### config.mk
export PLATFORM = sky130hd
export DESIGN_NAME = m4inv_ctrl
export DESIGN_NICKNAME = d
export VERILOG_FILES = /design/src/hw/rtl/m4inv_pkg.sv /design/src/hw/rtl/m4inv_ctrl.sv
export SDC_FILE = /design/constraint.sdc
export NUM_CORES = 1
export LEC_CHECK = 0
export BUFFER_PORTS_ARGS = -buffer_cell sky130_fd_sc_hd__buf_2
export CAP_MARGIN = 10
export CORE_AREA = 4 4 71 73
export DETAILED_ROUTE_END_ITERATION = 16
export DIE_AREA = 0 0 75 77
export PLACE_DENSITY = 0.67
export SLEW_MARGIN = 20
export SYNTH_ARGS = -nofsm -noshare
export SYNTH_HDL_FRONTEND = slang
export SYNTH_SLANG_ARGS = --single-unit
export TNS_END_PERCENT = 1
### constraint.sdc
create_clock -name i_clk -period 6.9 [get_ports i_clk]
set_clock_uncertainty 0.2 [all_clocks]
set_input_delay 0.69 -clock i_clk [delete_from_list [all_inputs] [get_ports i_clk]]
set_output_delay 0.69 -clock i_clk [all_outputs]
set_load 0.05 [all_outputs]
### src/hw/rtl/m4inv_pkg.sv
// ---------------------------------------------------------------------------
// m4inv_pkg
// Types, constants and index tables shared by the 4x4 inverse block.
// ---------------------------------------------------------------------------
`default_nettype none

package m4inv_pkg;

    localparam int ELEM_W = 32;
    localparam int WIDE_W = 64;

    typedef enum logic [2:0] {
        S_LOAD,
        S_FAC,
        S_ADJ,
        S_DET,
        S_DIVRD,
        S_DIVGO,
        S_DIVWAIT,
        S_OUT
    } t_state;

    typedef enum logic [1:0] {
        B_ELEM,
        B_FAC,
        B_ADJ
    } t_bsrc;

    typedef enum logic [1:0] {
        ACC_LOAD,
        ACC_ADD,
        ACC_SUB
    } t_accop;

    typedef enum logic [2:0] {
        POST_NONE,
        POST_FAC,
        POST_ADJ,
        POST_TMP,
        POST_DET
    } t_post;

    // cycles of one product step
    localparam logic [2:0] CYC_READ = 3'd0;
    localparam logic [2:0] CYC_MAG  = 3'd1;
    localparam logic [2:0] CYC_PLO  = 3'd2;
    localparam logic [2:0] CYC_PHI  = 3'd3;
    localparam logic [2:0] CYC_SUM  = 3'd4;
    localparam logic [2:0] CYC_SAT  = 3'd5;
    localparam logic [2:0] CYC_ACC  = 3'd6;

    typedef struct packed {
        logic       exec;
        logic [2:0] cyc;
        logic [3:0] a_idx;
        t_bsrc      b_src;
        logic [4:0] b_idx;
        t_accop     acc_op;
        t_post      post;
        logic       post_neg;
        logic [4:0] dst_idx;
        logic       load;
        logic [3:0] ld_idx;
        logic       div_start;
    } t_cmd;

    typedef struct packed {
        logic singular;
        logic div_done;
    } t_stat;

    function automatic logic [1:0] fac_row_a(input logic [1:0] k);
        return (k < 2'd2) ? 2'd2 : 2'd1;
    endfunction

    function automatic logic [1:0] fac_row_b(input logic [1:0] k);
        return (k == 2'd3) ? 2'd2 : 2'd3;
    endfunction

    function automatic logic [1:0] fac_col_a(input logic [2:0] f);
        logic [1:0] r;
        case (f)
            3'd0:    r = 2'd2;
            3'd1:    r = 2'd1;
            3'd2:    r = 2'd1;
            default: r = 2'd0;
        endcase
        return r;
    endfunction

    function automatic logic [1:0] fac_col_b(input logic [2:0] f);
        logic [1:0] r;
        case (f)
            3'd0:    r = 2'd3;
            3'd1:    r = 2'd3;
            3'd2:    r = 2'd2;
            3'd3:    r = 2'd3;
            3'd4:    r = 2'd2;
            default: r = 2'd1;
        endcase
        return r;
    endfunction

    // column of the first two rows used for term t of adjugate row i
    function automatic logic [1:0] adj_vec(input logic [1:0] i, input logic [1:0] t);
        return (t >= i) ? t + 2'd1 : t;
    endfunction

    function automatic logic [2:0] adj_fac(input logic [1:0] i, input logic [1:0] t);
        logic [2:0] r;
        case ({i, t})
            4'b00_00: r = 3'd0;
            4'b00_01: r = 3'd1;
            4'b00_10: r = 3'd2;
            4'b01_00: r = 3'd0;
            4'b01_01: r = 3'd3;
            4'b01_10: r = 3'd4;
            4'b10_00: r = 3'd1;
            4'b10_01: r = 3'd3;
            4'b10_10: r = 3'd5;
            4'b11_00: r = 3'd2;
            4'b11_01: r = 3'd4;
            default:  r = 3'd5;
        endcase
        return r;
    endfunction

endpackage

`default_nettype wire

### src/hw/rtl/m4inv_ctrl.sv
// ---------------------------------------------------------------------------
// m4inv_ctrl
// Sequencer: load, sub-determinants, adjugate, determinant, divide, output.
// ---------------------------------------------------------------------------
`default_nettype none

module m4inv_ctrl import m4inv_pkg::*; (
    input  wire logic  i_clk,
    input  wire logic  i_rst_n,
    input  wire logic  i_in_valid,
    output logic       o_in_ready,
    input  wire logic  i_out_ready,
    output logic       o_out_valid,
    output logic       o_out_last,
    input  wire t_stat i_stat,
    output t_cmd       o_cmd
);

    t_state     r_state, n_state;
    logic [3:0] r_cnt, n_cnt;
    logic [2:0] r_cyc, n_cyc;
    logic [2:0] r_f, n_f;
    logic [1:0] r_k, n_k;
    logic [1:0] r_t, n_t;
    logic [3:0] r_n, n_n;

    always_ff @(posedge i_clk) begin
        if (!i_rst_n) begin
            r_state <= S_LOAD;
            r_cnt   <= '0;
            r_cyc   <= '0;
            r_f     <= '0;
            r_k     <= '0;
            r_t     <= '0;
            r_n     <= '0;
        end else begin
            r_state <= n_state;
            r_cnt   <= n_cnt;
            r_cyc   <= n_cyc;
            r_f     <= n_f;
            r_k     <= n_k;
            r_t     <= n_t;
            r_n     <= n_n;
        end
    end

    always_comb begin
        n_state     = r_state;
        n_cnt       = r_cnt;
        n_cyc       = r_cyc;
        n_f         = r_f;
        n_k         = r_k;
        n_t         = r_t;
        n_n         = r_n;
        o_cmd       = '0;
        o_cmd.cyc   = r_cyc;
        o_in_ready  = 1'b0;
        o_out_valid = 1'b0;
        o_out_last  = (r_n == 4'd15);
        case (r_state)
            S_LOAD: begin
                o_in_ready   = 1'b1;
                o_cmd.ld_idx = r_cnt;
                if (i_in_valid) begin
                    o_cmd.load = 1'b1;
                    n_cnt      = r_cnt + 4'd1;
                    if (r_cnt == 4'd15) begin
                        n_state = S_FAC;
                    end
                end
            end
            S_FAC: begin
                o_cmd.exec  = 1'b1;
                o_cmd.b_src = B_ELEM;
                if (r_t == 2'd0) begin
                    o_cmd.a_idx  = {fac_row_a(r_k), fac_col_a(r_f)};
                    o_cmd.b_idx  = {1'b0, fac_row_b(r_k), fac_col_b(r_f)};
                    o_cmd.acc_op = ACC_LOAD;
                end else begin
                    o_cmd.a_idx   = {fac_row_b(r_k), fac_col_a(r_f)};
                    o_cmd.b_idx   = {1'b0, fac_row_a(r_k), fac_col_b(r_f)};
                    o_cmd.acc_op  = ACC_SUB;
                    o_cmd.post    = POST_FAC;
                    o_cmd.dst_idx = {r_f, r_k};
                end
                if (r_cyc == CYC_ACC) begin
                    n_cyc = '0;
                    if (r_t == 2'd1) begin
                        n_t = '0;
                        if (r_k == 2'd3) begin
                            n_k = '0;
                            if (r_f == 3'd5) begin
                                n_f     = '0;
                                n_state = S_ADJ;
                            end else begin
                                n_f = r_f + 3'd1;
                            end
                        end else begin
                            n_k = r_k + 2'd1;
                        end
                    end else begin
                        n_t = r_t + 2'd1;
                    end
                end else begin
                    n_cyc = r_cyc + 3'd1;
                end
            end
            S_ADJ: begin
                o_cmd.exec     = 1'b1;
                o_cmd.b_src    = B_FAC;
                o_cmd.a_idx    = {((r_k == 2'd0) ? 2'd1 : 2'd0), adj_vec(r_f[1:0], r_t)};
                o_cmd.b_idx    = {adj_fac(r_f[1:0], r_t), r_k};
                o_cmd.dst_idx  = {1'b0, r_f[1:0], r_k};
                o_cmd.post_neg = r_f[0] ^ r_k[0];
                case (r_t)
                    2'd0:    o_cmd.acc_op = ACC_LOAD;
                    2'd1:    o_cmd.acc_op = ACC_SUB;
                    default: begin
                        o_cmd.acc_op = ACC_ADD;
                        o_cmd.post   = POST_ADJ;
                    end
                endcase
                if (r_cyc == CYC_ACC) begin
                    n_cyc = '0;
                    if (r_t == 2'd2) begin
                        n_t = '0;
                        if (r_k == 2'd3) begin
                            n_k = '0;
                            if (r_f == 3'd3) begin
                                n_f     = '0;
                                n_state = S_DET;
                            end else begin
                                n_f = r_f + 3'd1;
                            end
                        end else begin
                            n_k = r_k + 2'd1;
                        end
                    end else begin
                        n_t = r_t + 2'd1;
                    end
                end else begin
                    n_cyc = r_cyc + 3'd1;
                end
            end
            S_DET: begin
                o_cmd.exec  = 1'b1;
                o_cmd.b_src = B_ADJ;
                o_cmd.a_idx = {2'd0, r_t};
                o_cmd.b_idx = {1'b0, r_t, 2'd0};
                // det = (p0 + p1) + (p2 + p3)
                case (r_t)
                    2'd0:    o_cmd.acc_op = ACC_LOAD;
                    2'd1:    begin
                        o_cmd.acc_op = ACC_ADD;
                        o_cmd.post   = POST_TMP;
                    end
                    2'd2:    o_cmd.acc_op = ACC_LOAD;
                    default: begin
                        o_cmd.acc_op = ACC_ADD;
                        o_cmd.post   = POST_DET;
                    end
                endcase
                if (r_cyc == CYC_ACC) begin
                    n_cyc = '0;
                    n_t   = r_t + 2'd1;
                    if (r_t == 2'd3) begin
                        n_n     = '0;
                        n_state = S_DIVRD;
                    end
                end else begin
                    n_cyc = r_cyc + 3'd1;
                end
            end
            S_DIVRD: begin
                o_cmd.b_idx = {1'b0, r_n};
                n_state     = S_DIVGO;
            end
            S_DIVGO: begin
                o_cmd.b_idx     = {1'b0, r_n};
                o_cmd.div_start = 1'b1;
                n_state         = i_stat.singular ? S_OUT : S_DIVWAIT;
            end
            S_DIVWAIT: begin
                o_cmd.b_idx = {1'b0, r_n};
                if (i_stat.div_done) begin
                    n_state = S_OUT;
                end
            end
            S_OUT: begin
                o_out_valid = 1'b1;
                if (i_out_ready) begin
                    if (r_n == 4'd15) begin
                        n_n     = '0;
                        n_state = S_LOAD;
                    end else begin
                        n_n     = r_n + 4'd1;
                        n_state = S_DIVRD;
                    end
                end
            end
            default: n_state = S_LOAD;
        endcase
    end

endmodule

`default_nettype wire

# Word level (Yosys, flattened, before mapping)
# Memory sizes are Yosys's and may differ from the RTL's.
# Index checks and enable logic that the tools add are counted.
dict set report classes {
  n_lt_le_gt_ge 2
  muxes 69
  n_eq_ne 33
  bitwise 1
  add_sub_neg 6
  n_reduce_logical 20
}
# op count
set ops {}
lappend ops {{two-way mux 3 bit} 24}
lappend ops {{inequality test 2 bit, second input constant} 14}
lappend ops {{two-way mux 2 bit} 13}
lappend ops {{one-hot mux 3 bit (8 select lines)} 1}
lappend ops {{equality test 3 bit, second input constant} 7}
lappend ops {{two-way mux 4 bit} 5}
lappend ops {{one-hot mux 5 bit (4 select lines)} 1}
lappend ops {{one-hot mux 6 bit (3 select lines)} 1}
lappend ops {{one-hot mux 2 bit (2 select lines)} 4}
lappend ops {{one-hot mux 5 bit (3 select lines)} 1}
lappend ops {{AND reduction 14 bit} 1}
lappend ops {{equality test 3 x 2 -> 1 bit, second input constant} 4}
lappend ops {{one-hot mux 3 bit (2 select lines)} 2}
lappend ops {{two-way mux 1 bit} 11}
lappend ops {{two-way mux 5 bit} 2}
lappend ops {{one-hot mux 5 bit (2 select lines)} 1}
lappend ops {{OR reduction 3 bit} 3}
lappend ops {{adder 4 x 1 -> 4 bit, second input constant} 2}
lappend ops {{equality test 4 bit, second input constant} 2}
lappend ops {{one-hot mux 4 bit (2 select lines)} 1}
lappend ops {{AND reduction 4 bit} 2}
lappend ops {{OR reduction 2 bit} 4}
lappend ops {{AND reduction 7 bit} 1}
lappend ops {{adder 3 x 1 -> 3 bit, second input constant} 2}
lappend ops {{other kinds (15)} 22}
dict set report totals {
  rom_bits 48
  memories 1
  elab_cells 139
  output_inout_bits 35
  reg_bits 21
  input_bits 6
}
# memory depth width rd rd_clocked_by_memory_dff write_ports line_no
set memory_table {}
lappend memory_table {{(name not given)} 16 3 1 0 0 m4inv_pkg.sv:111} ;# case ({i, t})

# Longest topological paths before layout
# Gate-level depths: netlist of the first run.
dict set report depth {
  ltp_word 6
  depth_mapped 8
  depth_no_buf 7
}

# Worst setup path after synthesis of the first run
# OpenSTA, ideal clock, no wires.
dict set report synth_timing {
  path_type {flip-flop to output port}
  from {register r_t[0]}
  to {output port o_cmd[26] (netlist bit)}
  n_path_buf 1
  path_slack_ns 3.744
  arrival_time_ns 2.266
  stages_incl_launch_ff 7
  required_ns 6.010
  cell_sequence {dfxtp_1 -> inv_1 -> ha_1 -> clkbuf_1 -> nor2_1 -> a21oi_1 -> o21ai_0}
}
# element line_no
set synth_rtl {}
lappend synth_rtl {{start: declaration} m4inv_ctrl.sv:24} ;# logic [1:0] r_t, n_t;
lappend synth_rtl {{start signal: assignment} m4inv_ctrl.sv:42} ;# r_t <= n_t;
lappend synth_rtl {{end: declaration} m4inv_ctrl.sv:16} ;# output t_cmd o_cmd

==> key figures, run 1 <==
Detailed routing
  – Residual DRC: 0
  – DR WL/cell: 15.2 um
  – Final wirelength: 5.20 mm
  – Antenna Nets Post-Route: 0
  – Vias: around 1900
  – Drt first pass iters: 4
  – Initial DRC Count: about 100
  – Vias per cell: 5.62

Layout
  – Share of layout cells above drive strength 1: 18.7%
  – Fillers: between 400 and 500
  – Final nets: roughly 310
  – Ant diodes: 0
  – Area delta synth->final: 11.3%
  – Final core utilization: 50.0%

Global routing
  – Global-route wire length before repair: 8.54 mm
  – Global Route Usage Sum: 18.5%
  – Largest net degree at the start of global routing: 28
  – GR Overflow Total: 0
  – Vias in the first global route: 1745
  – Initial antenna violation count: 0

Critical path
  – Flop-to-flop setup slack: 4320 ps
  – Reg2reg end: r_state[0]
  – Worst Path Arrival: 2470 ps
  – Largest fanout on the critical path: 11
  – Sequence of cells on the critical path: inv_1, ha_1, nand2b_1, a21oi_1, mux2_2, a22oi_1, nor2_1, buf_2
  – Critical path type: reg -> out
  – Bufs and invs on worst path: 2
  – CP peak stage delay: 520 ps
  – Critical Path End Type: primary output
  – CP delay by family, top: flip-flops
  – Req. time, crit path: 6010 ps
  – Startpoint types: flip-flop
  – Worst setup path end: o_cmd[24]
  – Worst R2R Path Depth: 7
  – Worst R2R Start: r_f[0]
  – Worst path slowest cell: dfxtp_1
  – Critical path depth in cells: 8
  – Worst setup path startpoint: r_t[0]

Logic synthesis
  – Synth top area cells: dfxtp_1 21%, ha_1 12%, nand2_1 6.1%
  – Number of enable flip-flop cells after synthesis: 0
  – Synthesized area: 1960 um2
  – Post-synthesis cell type count: 56
  – Cells after Synth: about 260
  – Synthesized Nets: 287
  – Ys Warns: 0
  – Syn Area/Cell: about 7.4 um2
  – Async SR Flop Fraction: 0%
  – Yosys top cell by area: dfxtp_1
  – Synth Register Bits: 21
  – Post-synthesis sequential area ratio: between 20 and 25%
  – Synth Flop Type: dfxtp_1
  – Synth top area share: 21.5%

STA
  – Final hold vios: 0
  – TNS Setup: 0 ps
  – RSZ-0062 raised after global routing: no
  – Worst-Margin Slew: around 790 ps
  – Fin crit share: 48.7%
  – Worst setup margin: 3540 ps
  – Relative slew margins: a little under half
  – Fmax: ~300 MHz
  – Slew Limit Fails: 0
  – # setup viols final: 0
  – Shortest period the worst path allows: 3360 ps

Place
  – Port bufs: 40
  – Pre-CTS setup slack: 3820 ps
  – Final HPWL DP: 3.82 mm
  – Gpl congestion: 0.867

CTS
  – Worst-Skew Late Latency: 260 ps
  – Clock slew at the register clock pins of the worst setup and hold paths: about 80 ps
  – TritonCTS Buffers: 3
  – CTS tree: done
  – CTS resizes: 0
  – Post-CTS Repair Setup Buffers: 0
  – Maximum root-to-sink buffer count: 2
  – Post-CTS Hold Buffers: 0
  – # H-tree levels: 1
  – Sink Count: 21
  – Clock root buffer: clkbuf_8

Outcome
  – Outcome: completed

Floorplanning
  – Die Ht: 77 um
  – Total die area: 5780 um2
  – Core area: 4350 um2
  – Starting Density: between 40% and 50%
  – Die width: 75 um
  – Row count: 24
  – Ports: 41

Pwr
  – Max IR drop VDD: 0.0592 mV
  – Leakage power: 0.933 nW
  – P per Cell Area: 103 nW/um2

Job
  – Max-cap violations: 0

Hold path
  – Worst min path class: reg -> reg
## worst reg2reg max path, cell delays in order (launching register included)
cell	delay, ps
dfxtp_1	590
ha_1	240
ha_1	250
nand2_1	80
a22oi_1	240
o221ai_2	170
or4_1	590
a22oi_1	150
## stage by stage
stage	power [W]	std cells	hold slack [ps]	instance area (um2)
after detailed placement	0.000143	337	306	2130
after CTS	0.000226	341	325	2180
after global routing	0.000234	341	339	2180
final	0.000224	341	324	2180
after global placement	0.000143	337	308	2130
after floorplan	0.000138	263	256	1960
## cells in the final DEF, fill, tap and decap left out, types with 2 or more instances in the layout
| cell | netlist | routed |
|---|---|---|
| nand3_1 | 3 | 3 |
| nor2b_1 | 5 | 5 |
| nor2_1 | 28 | 28 |
| nand2_1 | 32 | 32 |
| dfxtp_1 | 21 | 21 |
| and3_1 | 3 | 3 |
| clkbuf_8 | 0 | 3 |
| a31oi_1 | 2 | 2 |
| or3_1 | 2 | 2 |
| a32oi_1 | 2 | 2 |
| or3b_1 | 2 | 2 |
| ha_1 | 18 | 18 |
| buf_2 | 2 | 40 |
| o21ai_0 | 19 | 19 |
| xnor2_1 | 4 | 4 |
| nand2b_1 | 2 | 2 |
| a22oi_1 | 5 | 5 |
| a21oi_1 | 22 | 22 |
| nor3_1 | 4 | 4 |
| and2_1 | 10 | 10 |
| inv_1 | 13 | 13 |
| mux2i_1 | 9 | 9 |
| a21boi_0 | 3 | 3 |
| o22ai_1 | 3 | 3 |
| a21boi_1 | 2 | 2 |
| o211ai_1 | 2 | 2 |
| nand4_1 | 3 | 3 |
## cells in the mapped netlist (all sizes together), types with 6 or more instances
master,n
a21oi,22
and2,10
buf,6
clkbuf,12
dfxtp,21
ha,18
inv,13
mux2i,9
nand2,32
nor2,28
o21ai,19
## registers in the layout, indices dropped and copies added (netlist names)
name	flops
r_f	3
r_t	2
r_k	2
r_cnt	4
r_n	4
r_cyc	3
r_state	3
## metal layers
metal  global-route usage (%)  part of all wire (%)  up-vias
met5                        0                     0        -
met4                     3.20                  0.48        0
met3                     2.48                   5.6        2
met2                     29.3                    48       54
met1                     26.7                    46      884
li1                         -                     -      975
## cells by family after synthesis
logic type,Yosys count,share of synthesized area (%)
AOI/OAI and AO/OA,72,24.3
xor gates and xnor gates,5,2.24
adders and majority gates,18,11.5
buffers and inverters,32,7.93
DFF,21,21.5
muxes,10,5.18
and+or+nand+nor,105,27.4
## report_power, final
group | leakage [nW] | internal [W] | switching (W)
Sequential | 0.169 | 0.000122 | 0.00000134
Clock | 0.0255 | 0.0000403 | 0.0000436
Combinational | 0.738 | 0.00000534 | 0.0000107
## area by class of cell
cell class	count	area [um2]	share of cell area, %
tap	52	65.1	2.99
sequential	21	420	19.3
clock buffer	3	41.3	1.90
multi-input combinational	210	1380	63.4
inverter	14	65.1	2.99
clock inverter	1	5.00	0.230
timing repair buffer	40	200	9.19
## worst min path at each step
stage,from,end,slack (ps),cells past startpoint
after global placement,r_n[3],r_n[3],310,1
after floorplan,r_n[3],r_n[3],260,1
after CTS,r_n[3],r_n[3],320,1
final,r_cyc[2],r_cyc[2],320,2
after global routing,r_n[3],r_n[3],340,1
after detailed placement,r_n[3],r_n[3],310,1
Note: power is estimated with default switching activity, not from simulation.
==> inputs of run 2 (changes only) <==
--- a/config.mk
+++ b/config.mk
@@ -10,7 +10,7 @@
 export CORE_AREA = 4 4 71 73
 export DETAILED_ROUTE_END_ITERATION = 16
 export DIE_AREA = 0 0 75 77
-export PLACE_DENSITY = 0.67
+export PLACE_DENSITY = 0.69
 export SLEW_MARGIN = 20
 export SYNTH_ARGS = -nofsm -noshare
 export SYNTH_HDL_FRONTEND = slang
==> constraint.sdc (replaced) <==
create_clock -name i_clk -period 2.7 [get_ports i_clk]
set_clock_uncertainty 0.2 [all_clocks]
set_input_delay 0.27 -clock i_clk [delete_from_list [all_inputs] [get_ports i_clk]]
set_output_delay 0.27 -clock i_clk [all_outputs]
set_load 0.05 [all_outputs]
==> run 2 against run 1 <==
  * Count of clock-buffer cells in the layout did not move
  * Global-route usage grew 1.0 points
  * Sequential share of layout area fell by 0.54 points
  * Final area up 3.8%
  * Cell count is 2.6% higher
  * Critical path depth stayed put
  * Via count grew 3.0%
==> key figures, run 2 (synthesis gave the netlist of run 1 again) <==
Global routing
  – Vias in the first global route: 1835 (+5.2%)
  – Initial antenna violation count: 0 (unchanged)
  – Largest net degree at the start of global routing: 26 (-7.1%)
  – Global Route Usage Sum: 19.5% (+1.0 points)
  – GR Overflow Total: 0 (unchanged)
  – Global-route wire length before repair: 9.00 mm (+5.5%)

STA
  – Final hold vios: 0 (unchanged)
  – Relative slew margins: 65.8% (+19 points)
  – Worst-Margin Slew: 511 ps (-283 ps)
  – TNS Setup: 0 ps (unchanged)
  – # setup viols final: 0 (unchanged)
  – Worst setup margin: 103 ps (-3440 ps)
  – RSZ-0062 raised after global routing: yes
  – Fmax: 385 MHz
  – Slew Limit Fails: 0 (unchanged)
  – Shortest period the worst path allows: 2600 ps
  – Fin crit share: 96.2%

Layout
  – Fillers: 427 (-6.2%)
  – Final core utilization: 51.9% (+1.9 points)
  – Final nets: 323 (+2.9%)
  – Commonest non-fill, non-tap cell in the layout: buf_2
  – Ant diodes: 0 (unchanged)
  – Regs by FF count: r_cnt x4, r_n x4
  – Final cell count without fillers: 350 (+2.6%)
  – Most frequent cells in the layout: 40 x buf_2, 32 x nand2_1, 28 x nor2_1
  – Area delta synth->final: 15.5%
  – Share of layout cells above drive strength 1: 22.5% (+3.8 points)

Critical path
  – Critical path type: reg -> out
  – Worst setup path end: o_cmd[24]
  – Worst path slowest cell: dfxtp_1
  – Worst R2R Start: r_f[1]
  – Flop-to-flop setup slack: 270 ps (-4050 ps)
  – Startpoint types: flip-flop
  – Worst Path Arrival: 2130 ps (-340 ps)
  – Worst setup path startpoint: r_t[0]
  – Worst R2R Path Depth: 8 (+1)
  – Largest fanout on the critical path: 4 (-7)
  – Reg2reg end: r_state[0]
  – Req. time, crit path: 2230 ps (-3780 ps)
  – Sequence of cells on the critical path: inv_1, ha_1, nand2b_1, a21oi_2, mux2_2, a22oi_1, nor2_1, buf_2
  – Critical Path End Type: primary output
  – CP peak stage delay: 350 ps (-170 ps)

Floorplanning
  – Die width: 75 um (unchanged)
  – Ports: 41 (unchanged)
  – Total die area: 5780 um2 (unchanged)
  – Row count: 24 (unchanged)
  – Core area: 4350 um2 (unchanged)
  – Die Ht: 77 um (unchanged)
  – Starting Density: 44.9% (unchanged)

CTS
  – Post-CTS Hold Buffers: 0 (unchanged)
  – Maximum root-to-sink buffer count: 2 (unchanged)
  – Clock root buffer: clkbuf_8
  – Clock slew at the register clock pins of the worst setup and hold paths: 80 ps (about the same)
  – Worst-Skew Late Latency: 270 ps (about the same)
  – Sink Count: 21 (unchanged)
  – # H-tree levels: 1 (unchanged)
  – TritonCTS Buffers: 3 (unchanged)
  – CTS tree: done

Place
  – Pre-CTS setup slack: 216 ps (-3610 ps)
  – Dpl cells: 346 (+2.7%)
  – Gpl congestion: 0.873 (+0.78%)
  – Final HPWL DP: 3.87 mm (+1.1%)
  – Port bufs: 40 (unchanged)

Detailed routing
  – Initial DRC Count: 163 (+58%)
  – Residual DRC: 0 (unchanged)
  – Vias per cell: 5.64 (+0.38%)
  – Antenna Nets Post-Route: 0 (unchanged)
  – DR WL/cell: 15.0 um (-1.7%)
  – Vias: 1973 (+3.0%)
  – Drt first pass iters: 4 (unchanged)
  – Final wirelength: 5.24 mm (+0.85%)

Pwr
  – Max IR drop VDD: 0.228 mV (+290%)
  – P per Cell Area: 254 nW/um2 (+150%)
  – Leakage power: 0.980 nW (+5.1%)

Outcome
  – Outcome: completed

Hold path
  – Worst min path class: in -> reg

Job
  – Max-cap violations: 0 (unchanged)
## run 2: final cells by class
cell class,count,area [um2],area share [%]
Sequential cell,21,424,18.8
Clock buffer,3,41.3,1.83
Multi-Input combinational cell,210,1390,61.6
Timing Repair Buffer,49,268,11.8
Clock inverter,1,5.00,0.221
Inverter,14,65.1,2.88
Tap cell,52,65.1,2.88
## run 2: critical path: cells and delay by family, from the launching register on
kind	cells	cell delay [ps]
AOI/OAI and AO/OA	2	370
DFF	1	350
muxes	1	350
buffers and inverters	2	310
adders and majority gates	1	270
and+or+nand+nor	2	220
## run 2: how the worst min path moves through the flow
stage               from         end  slack [ps]  cells after the start
6_report       i_stat[1]  r_state[0]         100                      3
3_3_place_gp      r_f[1]      r_f[1]         280                      2
2_1_floorplan    i_rst_n      r_n[0]         220                      2
4_1_cts        i_stat[1]  r_state[0]          90                      3
5_1_grt        i_stat[1]  r_state[0]         100                      3
3_5_place_dp      r_f[1]      r_f[1]         300                      2
## run 2: what timing repair did
item                                    in CTS  in global routing
gates resized for setup                      1                  3
setup buffers                                0                  0
pin swaps                                    0                  0
endpoints found under the hold margin        0                  0
endpoints found under the setup margin       2                  8
## run 2: layer usage
layer	GRT usage [%]	vias to the layer above	wire length, um
met1	28.1	922	2520
li1	-	989	-
met5	0	-	0
met4	6.05	0	77
met3	2.48	7	289
met2	29.7	55	2360
## run 2: power breakdown
part	total, W	internal [W]	switching (W)
registers	0.000315	0.000312	0.00000330
clock network	0.000217	0.000103	0.000114
logic	0.0000411	0.0000135	0.0000276
total	0.000573	0.000428	0.000145
## run 2: metrics by stage
stage                     cell area [um2]  power, W  hold WS, ps
final                                2260  0.000573         97.9
after global routing                 2260  0.000596         98.6
after CTS                            2250  0.000582         90.2
after detailed placement             2200  0.000365          296
after global placement               2200  0.000364          276
after floorplan                      1960  0.000352          219
